--- config.mk ---
export PLATFORM = sky130hd
export DESIGN_NAME = rpc_frame_header_decoder_unit
export DESIGN_NICKNAME = d
export VERILOG_FILES = /design/src/rtl/rfhd_pkg.sv /design/src/rtl/rpc_frame_header_decoder_unit.sv /design/src/rtl/rfhd_front.sv /design/src/rtl/rfhd_queue.sv /design/src/rtl/rfhd_back.sv
export SDC_FILE = /design/constraint.sdc
export NUM_CORES = 1
export LEC_CHECK = 0
export ABC_CLOCK_PERIOD_IN_PS = 10250
export BUFFER_PORTS_ARGS = -buffer_cell sky130_fd_sc_hd__buf_2
export CAP_MARGIN = 40
export CORE_MARGIN = 1
export CORE_UTILIZATION = 46
export CTS_BUF_LIST = sky130_fd_sc_hd__clkbuf_8 sky130_fd_sc_hd__clkbuf_16
export DETAILED_ROUTE_END_ITERATION = 7
export PLACE_DENSITY = 0.66
export RECOVER_POWER = 50
export SYNTH_ARGS = -nofsm -noshare
export SYNTH_HDL_FRONTEND = slang
export SYNTH_SLANG_ARGS = --single-unit
export TNS_END_PERCENT = 50
--- constraint.sdc ---
create_clock -name clk -period 10.25 [get_ports clk]
set_input_delay 0.5125 -clock clk [delete_from_list [all_inputs] [get_ports clk]]
set_output_delay 0.5125 -clock clk [all_outputs]
set_load 0.05 [all_outputs]
--- src/rtl/rfhd_pkg.sv ---
`timescale 1ns / 1ps
// ----------------------------------------------------------------------------
// rfhd_pkg
// Shared types, constants and helpers of the RPC frame header decoder.
// ----------------------------------------------------------------------------
package rfhd_pkg;

	localparam int HEADER_BYTES = 16;
	localparam int POS_W        = $clog2(HEADER_BYTES);
	localparam int POS_FLAG     = 2;
	localparam int POS_STATUS   = 3;
	localparam int POS_ID_END   = 12;
	localparam int POS_LAST     = HEADER_BYTES - 1;

	localparam int QUEUE_DEPTH  = 2;

	localparam int MAX_BODY_W   = 31;
	localparam int SER_W        = 5;
	localparam int CFG_DATA_W   = MAX_BODY_W;

	localparam logic [15:0]           MAGIC_VALUE    = 16'hdabb;
	localparam int                    REQ_BIT        = 7;
	localparam int                    TWOWAY_BIT     = 6;
	localparam int                    EVENT_BIT      = 5;
	localparam logic [7:0]            STATUS_OK      = 8'd20;
	localparam logic [MAX_BODY_W-1:0] MAX_BODY_RESET = 31'd16777216;
	localparam logic [SER_W-1:0]      SER_ID_RESET   = 5'd2;

	localparam int OUT_BITS   = 3 + 3 + 64 + 31 + 8 + 1;
	localparam int OUT_DATA_W = ((OUT_BITS + 7) / 8) * 8;

	typedef enum logic {
		CFG_MAX_BODY = 1'b0,
		CFG_SER_ID   = 1'b1
	} cfg_index_t;

	typedef enum logic [2:0] {
		ERR_NONE       = 3'd0,
		ERR_MAGIC      = 3'd1,
		ERR_SERIALIZER = 3'd2,
		ERR_BODY_LEN   = 3'd3,
		ERR_STATUS     = 3'd4
	} err_code_t;

	typedef enum logic [2:0] {
		KIND_RESPONSE      = 3'd0,
		KIND_REQUEST       = 3'd1,
		KIND_ONEWAY        = 3'd2,
		KIND_EXCEPTION     = 3'd3,
		KIND_HEARTBEAT_REQ = 3'd4,
		KIND_HEARTBEAT_RSP = 3'd5
	} msg_kind_t;

	typedef struct packed {
		logic [15:0] magic;
		logic [7:0]  flags;
		logic [7:0]  status;
		logic [63:0] call_id;
		logic [31:0] body;
	} hdr_rec_t;

	function automatic logic status_valid(input logic [7:0] s);
		logic ok;
		case (s)
			8'd20, 8'd30, 8'd31, 8'd40, 8'd50,
			8'd60, 8'd70, 8'd80, 8'd90, 8'd100: ok = 1'b1;
			default:                            ok = 1'b0;
		endcase
		return ok;
	endfunction

endpackage

--- src/rtl/rpc_frame_header_decoder_unit.sv ---
`timescale 1ns / 1ps
// ----------------------------------------------------------------------------
// rpc_frame_header_decoder_unit
// Decodes a 16-byte RPC frame header streamed one byte per beat.
// ----------------------------------------------------------------------------
// Throughput: one header byte per cycle unless the intake stalls, one result beat per 16 bytes.
// The result beat is registered in the check stage after the header record has
//   passed through the record queue.
// The intake stalls only on a last byte while the record queue is full.
// Reset clears byte position, queue and output valid; config registers take defaults.
module rpc_frame_header_decoder_unit import rfhd_pkg::*; #(
	parameter int QDEPTH = QUEUE_DEPTH
) (
	input  logic                  clk,
	input  logic                  arst_n,
	input  logic                  cfg_we,
	input  logic                  cfg_index,
	input  logic [CFG_DATA_W-1:0] cfg_data,
	input  logic                  s_tvalid,
	output logic                  s_tready,
	input  logic [7:0]            s_tdata,  // header_byte [7:0]
	output logic                  m_tvalid,
	input  logic                  m_tready,
	// error_code [2:0], message_kind [5:3], call_id [69:6],
	// body_length [100:70], response_status [108:101], has_status [109]
	output logic [OUT_DATA_W-1:0] m_tdata
);

	hdr_rec_t push_rec;
	hdr_rec_t pop_rec;
	logic     q_push;
	logic     q_pop;
	logic     q_full;
	logic     q_empty;

	rfhd_front u_front (
		.clk      (clk),
		.arst_n   (arst_n),
		.s_tvalid (s_tvalid),
		.s_tready (s_tready),
		.s_tdata  (s_tdata),
		.q_full   (q_full),
		.q_push   (q_push),
		.q_rec    (push_rec)
	);

	rfhd_queue #(
		.DEPTH (QDEPTH)
	) u_queue (
		.clk      (clk),
		.arst_n   (arst_n),
		.push     (q_push),
		.push_rec (push_rec),
		.full     (q_full),
		.pop      (q_pop),
		.pop_rec  (pop_rec),
		.empty    (q_empty)
	);

	rfhd_back u_back (
		.clk       (clk),
		.arst_n    (arst_n),
		.cfg_we    (cfg_we),
		.cfg_index (cfg_index),
		.cfg_data  (cfg_data),
		.q_empty   (q_empty),
		.q_rec     (pop_rec),
		.q_pop     (q_pop),
		.m_tvalid  (m_tvalid),
		.m_tready  (m_tready),
		.m_tdata   (m_tdata)
	);

	a_no_push_when_full: assert property (@(posedge clk) disable iff (!arst_n)
		q_push |-> !q_full)
		else $error("record pushed into full queue");

	a_no_pop_when_empty: assert property (@(posedge clk) disable iff (!arst_n)
		q_pop |-> !q_empty)
		else $error("record popped from empty queue");

	a_error_clears_fields: assert property (@(posedge clk) disable iff (!arst_n)
		(m_tvalid && (m_tdata[2:0] != ERR_NONE)) |-> (m_tdata[109:3] == '0))
		else $error("error result carries nonzero fields");

	a_status_only_responses: assert property (@(posedge clk) disable iff (!arst_n)
		(m_tvalid && m_tdata[109]) |->
			((m_tdata[5:3] == KIND_RESPONSE) || (m_tdata[5:3] == KIND_EXCEPTION) ||
			 (m_tdata[5:3] == KIND_HEARTBEAT_RSP)))
		else $error("status flagged on a non-response kind");

endmodule

--- src/rtl/rfhd_front.sv ---
`timescale 1ns / 1ps
// ----------------------------------------------------------------------------
// rfhd_front
// Byte intake: tracks the header position and assembles one header record.
// ----------------------------------------------------------------------------
module rfhd_front import rfhd_pkg::*; (
	input  logic       clk,
	input  logic       arst_n,
	input  logic       s_tvalid,
	output logic       s_tready,
	input  logic [7:0] s_tdata,   // header_byte [7:0]
	input  logic       q_full,
	output logic       q_push,
	output hdr_rec_t   q_rec
);

	logic [POS_W-1:0] pos_q;
	logic [15:0]      magic_q;
	logic [7:0]       flags_q;
	logic [7:0]       status_q;
	logic [63:0]      id_q;
	logic [23:0]      len_q;
	logic             accept;
	logic             last;

	assign last     = (pos_q == POS_W'(POS_LAST));
	assign s_tready = !last || !q_full;
	assign accept   = s_tvalid && s_tready;
	assign q_push   = accept && last;

	always_comb begin
		q_rec.magic   = magic_q;
		q_rec.flags   = flags_q;
		q_rec.status  = status_q;
		q_rec.call_id = id_q;
		q_rec.body    = {len_q, s_tdata};
	end

	always_ff @(posedge clk or negedge arst_n) begin
		if (!arst_n) begin
			pos_q <= '0;
		end else if (accept) begin
			if (last) begin
				pos_q <= '0;
			end else begin
				pos_q <= pos_q + POS_W'(1);
			end
		end
	end

	// shift each byte but the last into the field it belongs to
	always_ff @(posedge clk) begin
		if (accept) begin
			if (pos_q < POS_W'(POS_FLAG)) begin
				magic_q <= {magic_q[7:0], s_tdata};
			end else if (pos_q == POS_W'(POS_FLAG)) begin
				flags_q <= s_tdata;
			end else if (pos_q == POS_W'(POS_STATUS)) begin
				status_q <= s_tdata;
			end else if (pos_q < POS_W'(POS_ID_END)) begin
				id_q <= {id_q[55:0], s_tdata};
			end else if (!last) begin
				len_q <= {len_q[15:0], s_tdata};
			end
		end
	end

endmodule

--- src/rtl/rfhd_queue.sv ---
`timescale 1ns / 1ps
// ----------------------------------------------------------------------------
// rfhd_queue
// Short FIFO of header records between intake and check stage.
// ----------------------------------------------------------------------------
module rfhd_queue import rfhd_pkg::*; #(
	parameter int DEPTH = QUEUE_DEPTH
) (
	input  logic     clk,
	input  logic     arst_n,
	input  logic     push,
	input  hdr_rec_t push_rec,
	output logic     full,
	input  logic     pop,
	output hdr_rec_t pop_rec,
	output logic     empty
);

	localparam int AW = (DEPTH > 1) ? $clog2(DEPTH) : 1;
	localparam int CW = $clog2(DEPTH + 1);

	hdr_rec_t       mem_q [DEPTH];
	logic [AW-1:0]  wr_q;
	logic [AW-1:0]  rd_q;
	logic [CW-1:0]  cnt_q;

	assign full    = (cnt_q == CW'(DEPTH));
	assign empty   = (cnt_q == '0);
	assign pop_rec = mem_q[rd_q];

	always_ff @(posedge clk or negedge arst_n) begin
		if (!arst_n) begin
			wr_q  <= '0;
			rd_q  <= '0;
			cnt_q <= '0;
		end else begin
			if (push) begin
				wr_q <= (wr_q == AW'(DEPTH - 1)) ? '0 : wr_q + AW'(1);
			end
			if (pop) begin
				rd_q <= (rd_q == AW'(DEPTH - 1)) ? '0 : rd_q + AW'(1);
			end
			if (push && !pop) begin
				cnt_q <= cnt_q + CW'(1);
			end else if (pop && !push) begin
				cnt_q <= cnt_q - CW'(1);
			end
		end
	end

	always_ff @(posedge clk) begin
		if (push) begin
			mem_q[wr_q] <= push_rec;
		end
	end

endmodule

--- src/rtl/rfhd_back.sv ---
`timescale 1ns / 1ps
// ----------------------------------------------------------------------------
// rfhd_back
// Check stage: validates a header record, classifies it and holds the result.
// ----------------------------------------------------------------------------
module rfhd_back import rfhd_pkg::*; (
	input  logic                  clk,
	input  logic                  arst_n,
	input  logic                  cfg_we,
	input  logic                  cfg_index,
	input  logic [CFG_DATA_W-1:0] cfg_data,
	input  logic                  q_empty,
	input  hdr_rec_t              q_rec,
	output logic                  q_pop,
	output logic                  m_tvalid,
	input  logic                  m_tready,
	output logic [OUT_DATA_W-1:0] m_tdata
);

	logic [MAX_BODY_W-1:0] max_body_q;
	logic [SER_W-1:0]      ser_id_q;
	logic                  valid_q;
	logic [OUT_DATA_W-1:0] data_q;

	err_code_t             err;
	msg_kind_t             kind;
	logic                  has_status;
	logic [OUT_DATA_W-1:0] result;

	assign m_tvalid = valid_q;
	assign m_tdata  = data_q;
	assign q_pop    = !q_empty && (!valid_q || m_tready);

	always_comb begin
		err        = ERR_NONE;
		kind       = KIND_RESPONSE;
		has_status = 1'b0;
		if (q_rec.magic != MAGIC_VALUE) begin
			err = ERR_MAGIC;
		end else if (q_rec.flags[SER_W-1:0] != ser_id_q) begin
			err = ERR_SERIALIZER;
		end else if (q_rec.body[31] || (q_rec.body[30:0] > max_body_q)) begin
			err = ERR_BODY_LEN;
		end else if (q_rec.flags[REQ_BIT]) begin
			if (q_rec.flags[EVENT_BIT]) begin
				kind = KIND_HEARTBEAT_REQ;
			end else if (q_rec.flags[TWOWAY_BIT]) begin
				kind = KIND_REQUEST;
			end else begin
				kind = KIND_ONEWAY;
			end
		end else if (!status_valid(q_rec.status)) begin
			err = ERR_STATUS;
		end else begin
			has_status = 1'b1;
			if (q_rec.status != STATUS_OK) begin
				kind = KIND_EXCEPTION;
			end else if (q_rec.flags[EVENT_BIT]) begin
				kind = KIND_HEARTBEAT_RSP;
			end else begin
				kind = KIND_RESPONSE;
			end
		end

		result      = '0;
		result[2:0] = err;
		if (err == ERR_NONE) begin
			result[5:3]     = kind;
			result[69:6]    = q_rec.call_id;
			result[100:70]  = q_rec.body[30:0];
			result[108:101] = has_status ? q_rec.status : 8'd0;
			result[109]     = has_status;
		end
	end

	always_ff @(posedge clk or negedge arst_n) begin
		if (!arst_n) begin
			max_body_q <= MAX_BODY_RESET;
			ser_id_q   <= SER_ID_RESET;
			valid_q    <= 1'b0;
		end else begin
			if (cfg_we) begin
				case (cfg_index_t'(cfg_index))
					CFG_MAX_BODY: max_body_q <= cfg_data;
					CFG_SER_ID:   ser_id_q   <= cfg_data[SER_W-1:0];
					default:      ;
				endcase
			end
			if (q_pop) begin
				valid_q <= 1'b1;
			end else if (m_tready) begin
				valid_q <= 1'b0;
			end
		end
	end

	always_ff @(posedge clk) begin
		if (q_pop) begin
			data_q <= result;
		end
	end

endmodule
==> results.sh, run 1 <==
export IMPL_status="finished, violations left"
export IMPL_violations="max-capacitance violations, max-slew violations"
export IMPL_cts_sinks=531
export IMPL_cp_required_ns=10.63
export IMPL_synth_area_um2=19700
export IMPL_cts_max_path_buffers=3
export IMPL_h_tree_depth=2
export IMPL_coreArea_um2=42100
export IMPL_grt_max_degree=64
export IMPL_start_util_pct=46.8
export IMPL_cts_root_buf="clkbuf_16"
export IMPL_place_ws_ns=5.10
export IMPL_cts_setup_buffers=0
export IMPL_clk_pin_slew_worst_paths_ns=0.06
export IMPL_grt_usage_pct=17.0
export IMPL_crit_path_max_fanout=63
export IMPL_drt_total_wl_um=37300
export IMPL_critPathSlowestCell="buf_4"
export IMPL_die_y_um=209
export IMPL_final_cell_mix="486 x edfxtp_1, 99 x clkbuf_1, 80 x mux2i_1"
export IMPL_portBuffers=156
export IMPL_finalSetupViolCount=0
export IMPL_rsz0062_at_grt="false"
export IMPL_clock_latency_ns=0.57
export IMPL_setup_worst_path_class="flop to flop"
export IMPL_ys_seq_area_share_pct=79.7
export IMPL_finClkSkew_ns=0.0218
export IMPL_setup_tns_ns=0
export IMPL_grt_pass1_wl_um=56700
export IMPL_layout_commonest_cell="edfxtp_1"
export IMPL_slew_limit_headroom_pct=-72.8
export IMPL_drc=0
export IMPL_slowest_delay_ns=0.78
export IMPL_die_w_um=209
export IMPL_area_delta_synth_final_pct=15.9
export IMPL_finalNetCount=1355
export IMPL_synth_cell_type_count=56
export IMPL_antenna_cells=0
export IMPL_dp_cells=1763
export IMPL_cp_cell_sequence="buf_4 -> mux2_2 -> ha_1 -> nand4_2 -> or4_1 -> nor3_1 -> a21oi_1 -> or4_4 -> buf_4 -> buf_16 -> nor3_1"
export IMPL_finalHoldViolations=0
export IMPL_design_die_area_um2=43700
export IMPL_synthCells=1092
export IMPL_layout_setup_ws_ns=4.99
export IMPL_finalPower_w=0.00627
export IMPL_start_kind="flop"
export IMPL_numCtsBuffers=51
export IMPL_fin_crit_sh_pct=51.3
export IMPL_synth_async_reset_ratio_pct=8.47
export IMPL_rows=75
export IMPL_vias=9786
export IMPL_grt_ovfl_total=0
export IMPL_drtPass1Iterations=5
export IMPL_antenna_found_initial=0
export IMPL_grt_pass1_vias=9794
export IMPL_vias_per_cell=5.27
export IMPL_worst_slew_pin_slew_ns=2.59
export IMPL_ctsResizeCount=0
export IMPL_ir_worst_vdd_mv=0.137
export IMPL_dp_hpwl_um=23400
export IMPL_p_leak_nw=7.93
export IMPL_place_congestion=0.773
export IMPL_drive_gt1_share_pct=17.5
export IMPL_cts_tree="yes"
export IMPL_syn_avg_cell_area_um2=18.1
export IMPL_max_clock_freq_mhz=190
export IMPL_ys_dominant_reg_cell="edfxtp_1"
export IMPL_ctsHoldBuffers=0
export IMPL_yosysWarnings=0
export IMPL_ioPinCount=159
export IMPL_finalCriticalPeriod_ns=5.26
export IMPL_critPathCaptureType="flop"
export IMPL_fin_util_pct=54.3
export IMPL_dr_first_iter_drc_count=743
export IMPL_ys_ff_latch=531
export IMPL_ant_nets=0
export IMPL_cp_arrival_ns=5.64
export IMPL_wl_per_cell_um=20.1
export IMPL_drv_cap=2
export IMPL_stdcell_count=1857
export IMPL_synth_edf_count=486
export IMPL_power_density_nw_per_um2=274
export IMPL_hold_class="input port to flop"
export IMPL_slew_violations=97
[registers in the layout, summed over array words and instances, names as in the netlist]
signal             cells
u_back.m_tdata       110
u_back.m_tvalid        1
u_back.max_body_q     31
u_back.ser_id_q        5
u_front.flags_q        8
u_front.id_q          64
u_front.len_q         24
u_front.magic_q       16
u_front.pos_q          4
u_front.status_q       8
u_queue.cnt_q          2
u_queue.mem_q        256
u_queue.rd_q           1
u_queue.wr_q           1
[Yosys cell counts, types with 18 or more instances]
cell	count	share of area [%]
edfxtp_1	486	74
mux2i_1	80	4.1
nor3_1	54	1.4
nand2_1	52	0.99
dfrtp_1	43	5.5
mux2_2	40	2.3
o21ai_0	40	1.0
nor3b_1	35	1.3
inv_1	34	0.65
ha_1	33	2.1
nor3_2	28	1.4
buf_2	20	0.51
clkbuf_1	19	0.36
a21oi_1	18	0.46
[final cells by class]
| type | count | area, um^2 |
|---|---|---|
| Clock inverter | 39 | 398 |
| Fill cell | 3325 | 19300 |
| Multi-Input combinational cell | 482 | 3680 |
| Clock buffer | 55 | 1340 |
| Sequential cell | 531 | 15700 |
| Timing Repair Buffer | 177 | 917 |
| Tap cell | 539 | 674 |
| Inverter | 34 | 130 |
[final timing paths]
check / slack (ns) / cells past startpoint / endpoint / startpoint
min reg2reg: 0.43 / 0 / u_queue.mem_q[0][101] / u_front.status_q[5]
max: 4.99 / 11 / u_back.m_tdata[6] / u_queue.rd_q
max reg2reg: 4.99 / 11 / u_back.m_tdata[6] / u_queue.rd_q
min: 0.15 / 3 / u_back.max_body_q[8] / cfg_data[8]
max in group asynchronous: 7.57 / 2 / u_queue.rd_q / arst_n
min in group asynchronous: 0.86 / 2 / u_back.max_body_q[23] / arst_n
[kinds of logic (layout without fill, tap and decap cells)]
kind of cell	after synthesis	count (layout)	synth area share, %
flops	531	531	79.7
simple gates	233	233	7.13
mux	120	120	6.34
compound gates	82	82	2.42
buf+inv	81	305	1.86
fa+ha+maj	33	33	2.09
xor+xnor	11	11	0.488
other cells	1	3	0.0190
[power by group]
group	switching, W	total (W)	internal [W]
clock network	0.000771	0.00192	0.00114
logic	0.00102	0.00136	0.000339
registers	0.000182	0.00299	0.00281
[layer usage]
metal | up-vias | routed length [um] | global-route usage, %
met5 | - | 0 | 0
met4 | 0 | 760 | 4.89
met3 | 57 | 1590 | 2.75
met2 | 217 | 18200 | 27.4
met1 | 4947 | 16700 | 23.9
li1 | 4565 | - | -
[per-stage QoR]
step | area, um^2 | hold slack, ns
4_1_cts | 23000 | 0.0529
3_3_place_gp | 21100 | 0.423
2_1_floorplan | 19800 | 0.217
5_1_grt | 22900 | 0.146
6_report | 22900 | 0.152
3_5_place_dp | 21300 | 0.430
[critical path: cells and delay by family (launching register included)]
kind	cells	cell delay, ns
adder cells (fa/ha/maj)	1	0.34
buffers and inverters	3	1.38
flip-flops	1	0.71
AND/OR/NAND/NOR	5	2.01
multiplexers	1	0.44
AO/OA/AOI/OAI	1	0.11
No activity file was read; power rests on OpenSTA's default activity.
==> inputs of run 2 (changes only) <==
--- a/config.mk
+++ b/config.mk
@@ -5,7 +5,7 @@
 export SDC_FILE = /design/constraint.sdc
 export NUM_CORES = 1
 export LEC_CHECK = 0
-export ABC_CLOCK_PERIOD_IN_PS = 10250
+export ABC_CLOCK_PERIOD_IN_PS = 4500
 export BUFFER_PORTS_ARGS = -buffer_cell sky130_fd_sc_hd__buf_2
 export CAP_MARGIN = 40
 export CORE_MARGIN = 1
==> constraint.sdc (replaced) <==
create_clock -name clk -period 4.5 [get_ports clk]
set_input_delay 0.225 -clock clk [delete_from_list [all_inputs] [get_ports clk]]
set_output_delay 0.225 -clock clk [all_outputs]
set_load 0.05 [all_outputs]
==> results.sh, run 2 (synthesis gave the netlist of run 1 again) <==
export IMPL_finClkSkew_ns=0.0160
export IMPL_max_clock_freq_mhz=241
export IMPL_grt_pass1_wl_um=56900
export IMPL_drive_gt1_share_pct=15.6
export IMPL_cts_setup_buffers=0
export IMPL_placed_cell_area_um2=21300
export IMPL_r2r_start="u_queue.rd_q"
export IMPL_rows=75
export IMPL_cts_max_path_buffers=3
export IMPL_drc=0
export IMPL_switching_share_pct=32.3
export IMPL_vias=9901
export IMPL_netSwitchingPower_w=0.00448
export IMPL_wl_per_cell_um=19.5
export IMPL_crit_path_start="u_queue.rd_q"
export IMPL_worst_slew_pin_slew_ns=2.73
export IMPL_top_layer_used="met4"
export IMPL_dr_wl_met2_um=18000
export IMPL_cts_root_buf="clkbuf_16"
export IMPL_finalCriticalPeriod_ns=4.15
export IMPL_die_w_um=209
export IMPL_design_die_area_um2=43700
export IMPL_numCtsBuffers=51
export IMPL_drt_total_wl_um=37100
export IMPL_layout_commonest_cell="edfxtp_1"
export IMPL_final_cell_mix="486 x edfxtp_1, 118 x clkbuf_1, 80 x mux2i_1"
export IMPL_p_comb_share_pct=22.4
export IMPL_cts_sinks=531
export IMPL_vias_per_cell=5.21
export IMPL_grt_pass1_vias=10100
export IMPL_cp_arrival_ns=4.55
export IMPL_area_delta_synth_final_pct=17.2
export IMPL_cp_cell_sequence="mux2_2 -> ha_1 -> nand4_2 -> or4_1 -> nor3_1 -> a21oi_1 -> or4_4 -> buf_4 -> nor3b_1"
export IMPL_finalSetupViolCount=0
export IMPL_fin_util_pct=54.9
export IMPL_dp_cells=1763
export IMPL_slowest_delay_ns=0.80
export IMPL_power_density_nw_per_um2=600
export IMPL_portBuffers=156
export IMPL_drtPass1Iterations=5
export IMPL_cts_tree="yes"
export IMPL_stdcell_count=1899
export IMPL_die_y_um=209
export IMPL_clock_latency_ns=0.59
export IMPL_grt_max_degree=129
export IMPL_p_int_w=0.00938
export IMPL_grt_usage_pct=17.2
export IMPL_cp_required_ns=4.90
export IMPL_h_tree_depth=2
export IMPL_critPathSlowestCell="dfrtp_4"
export IMPL_status="finished, violations left"
export IMPL_p_leak_nw=7.97
export IMPL_rsz0062_at_grt="false"
export IMPL_grt_ovfl_total=0
export IMPL_dp_hpwl_um=22700
export IMPL_slew_limit_headroom_pct=-82.0
export IMPL_place_congestion=0.801
export IMPL_critPathCaptureType="flop"
export IMPL_drv_cap=1
export IMPL_ir_worst_vdd_mv=0.313
export IMPL_hold_class="input port to flop"
export IMPL_dr_first_iter_drc_count=628
export IMPL_violations="max-capacitance violations, max-slew violations"
export IMPL_antenna_cells=0
export IMPL_power_frac_seq_pct=49.3
export IMPL_crit_path_max_fanout=40
export IMPL_hp_start="cfg_index"
export IMPL_layout_setup_ws_ns=0.347
export IMPL_setup_worst_path_class="flop to flop"
export IMPL_clk_pin_slew_worst_paths_ns=0.06
export IMPL_place_ws_ns=0.375
export IMPL_coreArea_um2=42100
export IMPL_finalPower_w=0.0139
export IMPL_largest_register_ffs=256
export IMPL_ioPinCount=159
export IMPL_clkPwrFrac_pct=28.3
export IMPL_slew_violations=46
export IMPL_finalNetCount=1400
export IMPL_start_kind="flop"
export IMPL_ant_nets=0
export IMPL_antenna_found_initial=0
export IMPL_dr_wl_met3_um=1520
export IMPL_fin_crit_sh_pct=92.3
export IMPL_finalHoldViolations=0
export IMPL_wl_met1_um=16700
export IMPL_start_util_pct=46.8
export IMPL_final_cell_area_um2=23100
export IMPL_top_register="u_queue.mem_q"
run 2: per-stage QoR:
step | hold WS, ns | setup TNS [ns]
2_1_floorplan | -0.0706 | -8.15
3_3_place_gp | 0.355 | 0
3_5_place_dp | 0.379 | 0
4_1_cts | 0.00136 | 0
5_1_grt | 0.0872 | 0
6_report | 0.0443 | 0
run 2: timing repair:
item,CTS,global route
hold endpoints to repair,103,0
hold buffers,45,0
resized for setup,0,0
run 2: cell type report:
type                    instances  area (um^2)
well taps                     539          674
clock buffers                  52         1300
repair buffers                222         1330
flip-flops and latches        531        15700
inverters                      34          130
fillers                      3302        19000
clock inverters                39          233
multi-input cells             482         3730
run 2: critical path: cells and delay by family (launching register included):
| family | cells | cell delay, ns |
|---|---|---|
| buffers and inverters | 1 | 0.29 |
| adders and majority gates | 1 | 0.34 |
| muxes | 1 | 0.42 |
| AOI/OAI and AO/OA | 1 | 0.09 |
| and+or+nand+nor | 5 | 1.99 |
| DFF | 1 | 0.80 |
run 2: final timing paths:
| check | end | slack [ns] | depth (start not counted) |
|---|---|---|---|
| max | u_back.m_tdata[87] | 0.35 | 9 |
| min | u_back.max_body_q[1] | 0.04 | 3 |
| max reg2reg | u_back.m_tdata[87] | 0.35 | 9 |
| min reg2reg | u_queue.mem_q[0][110] | 0.44 | 0 |
| max in group asynchronous | u_queue.rd_q | 1.42 | 3 |
| min in group asynchronous | u_back.max_body_q[23] | 1.15 | 3 |
run 2: metal layers:
metal | vias up | GRT usage [%]
li1 | 4665 | -
met1 | 4954 | 23.3
met2 | 220 | 27.8
met3 | 62 | 3.40
met4 | 0 | 5.91
met5 | - | 0
run 2: power groups by stage:
stage                     logic, W  clock network (W)  registers [W]
final                      0.00310            0.00393        0.00684
after floorplan            0.00137                  0        0.00784
after global placement     0.00312                  0        0.00691
after detailed placement   0.00319                  0        0.00694
after CTS                  0.00324            0.00401        0.00684
after global routing       0.00331            0.00420        0.00691
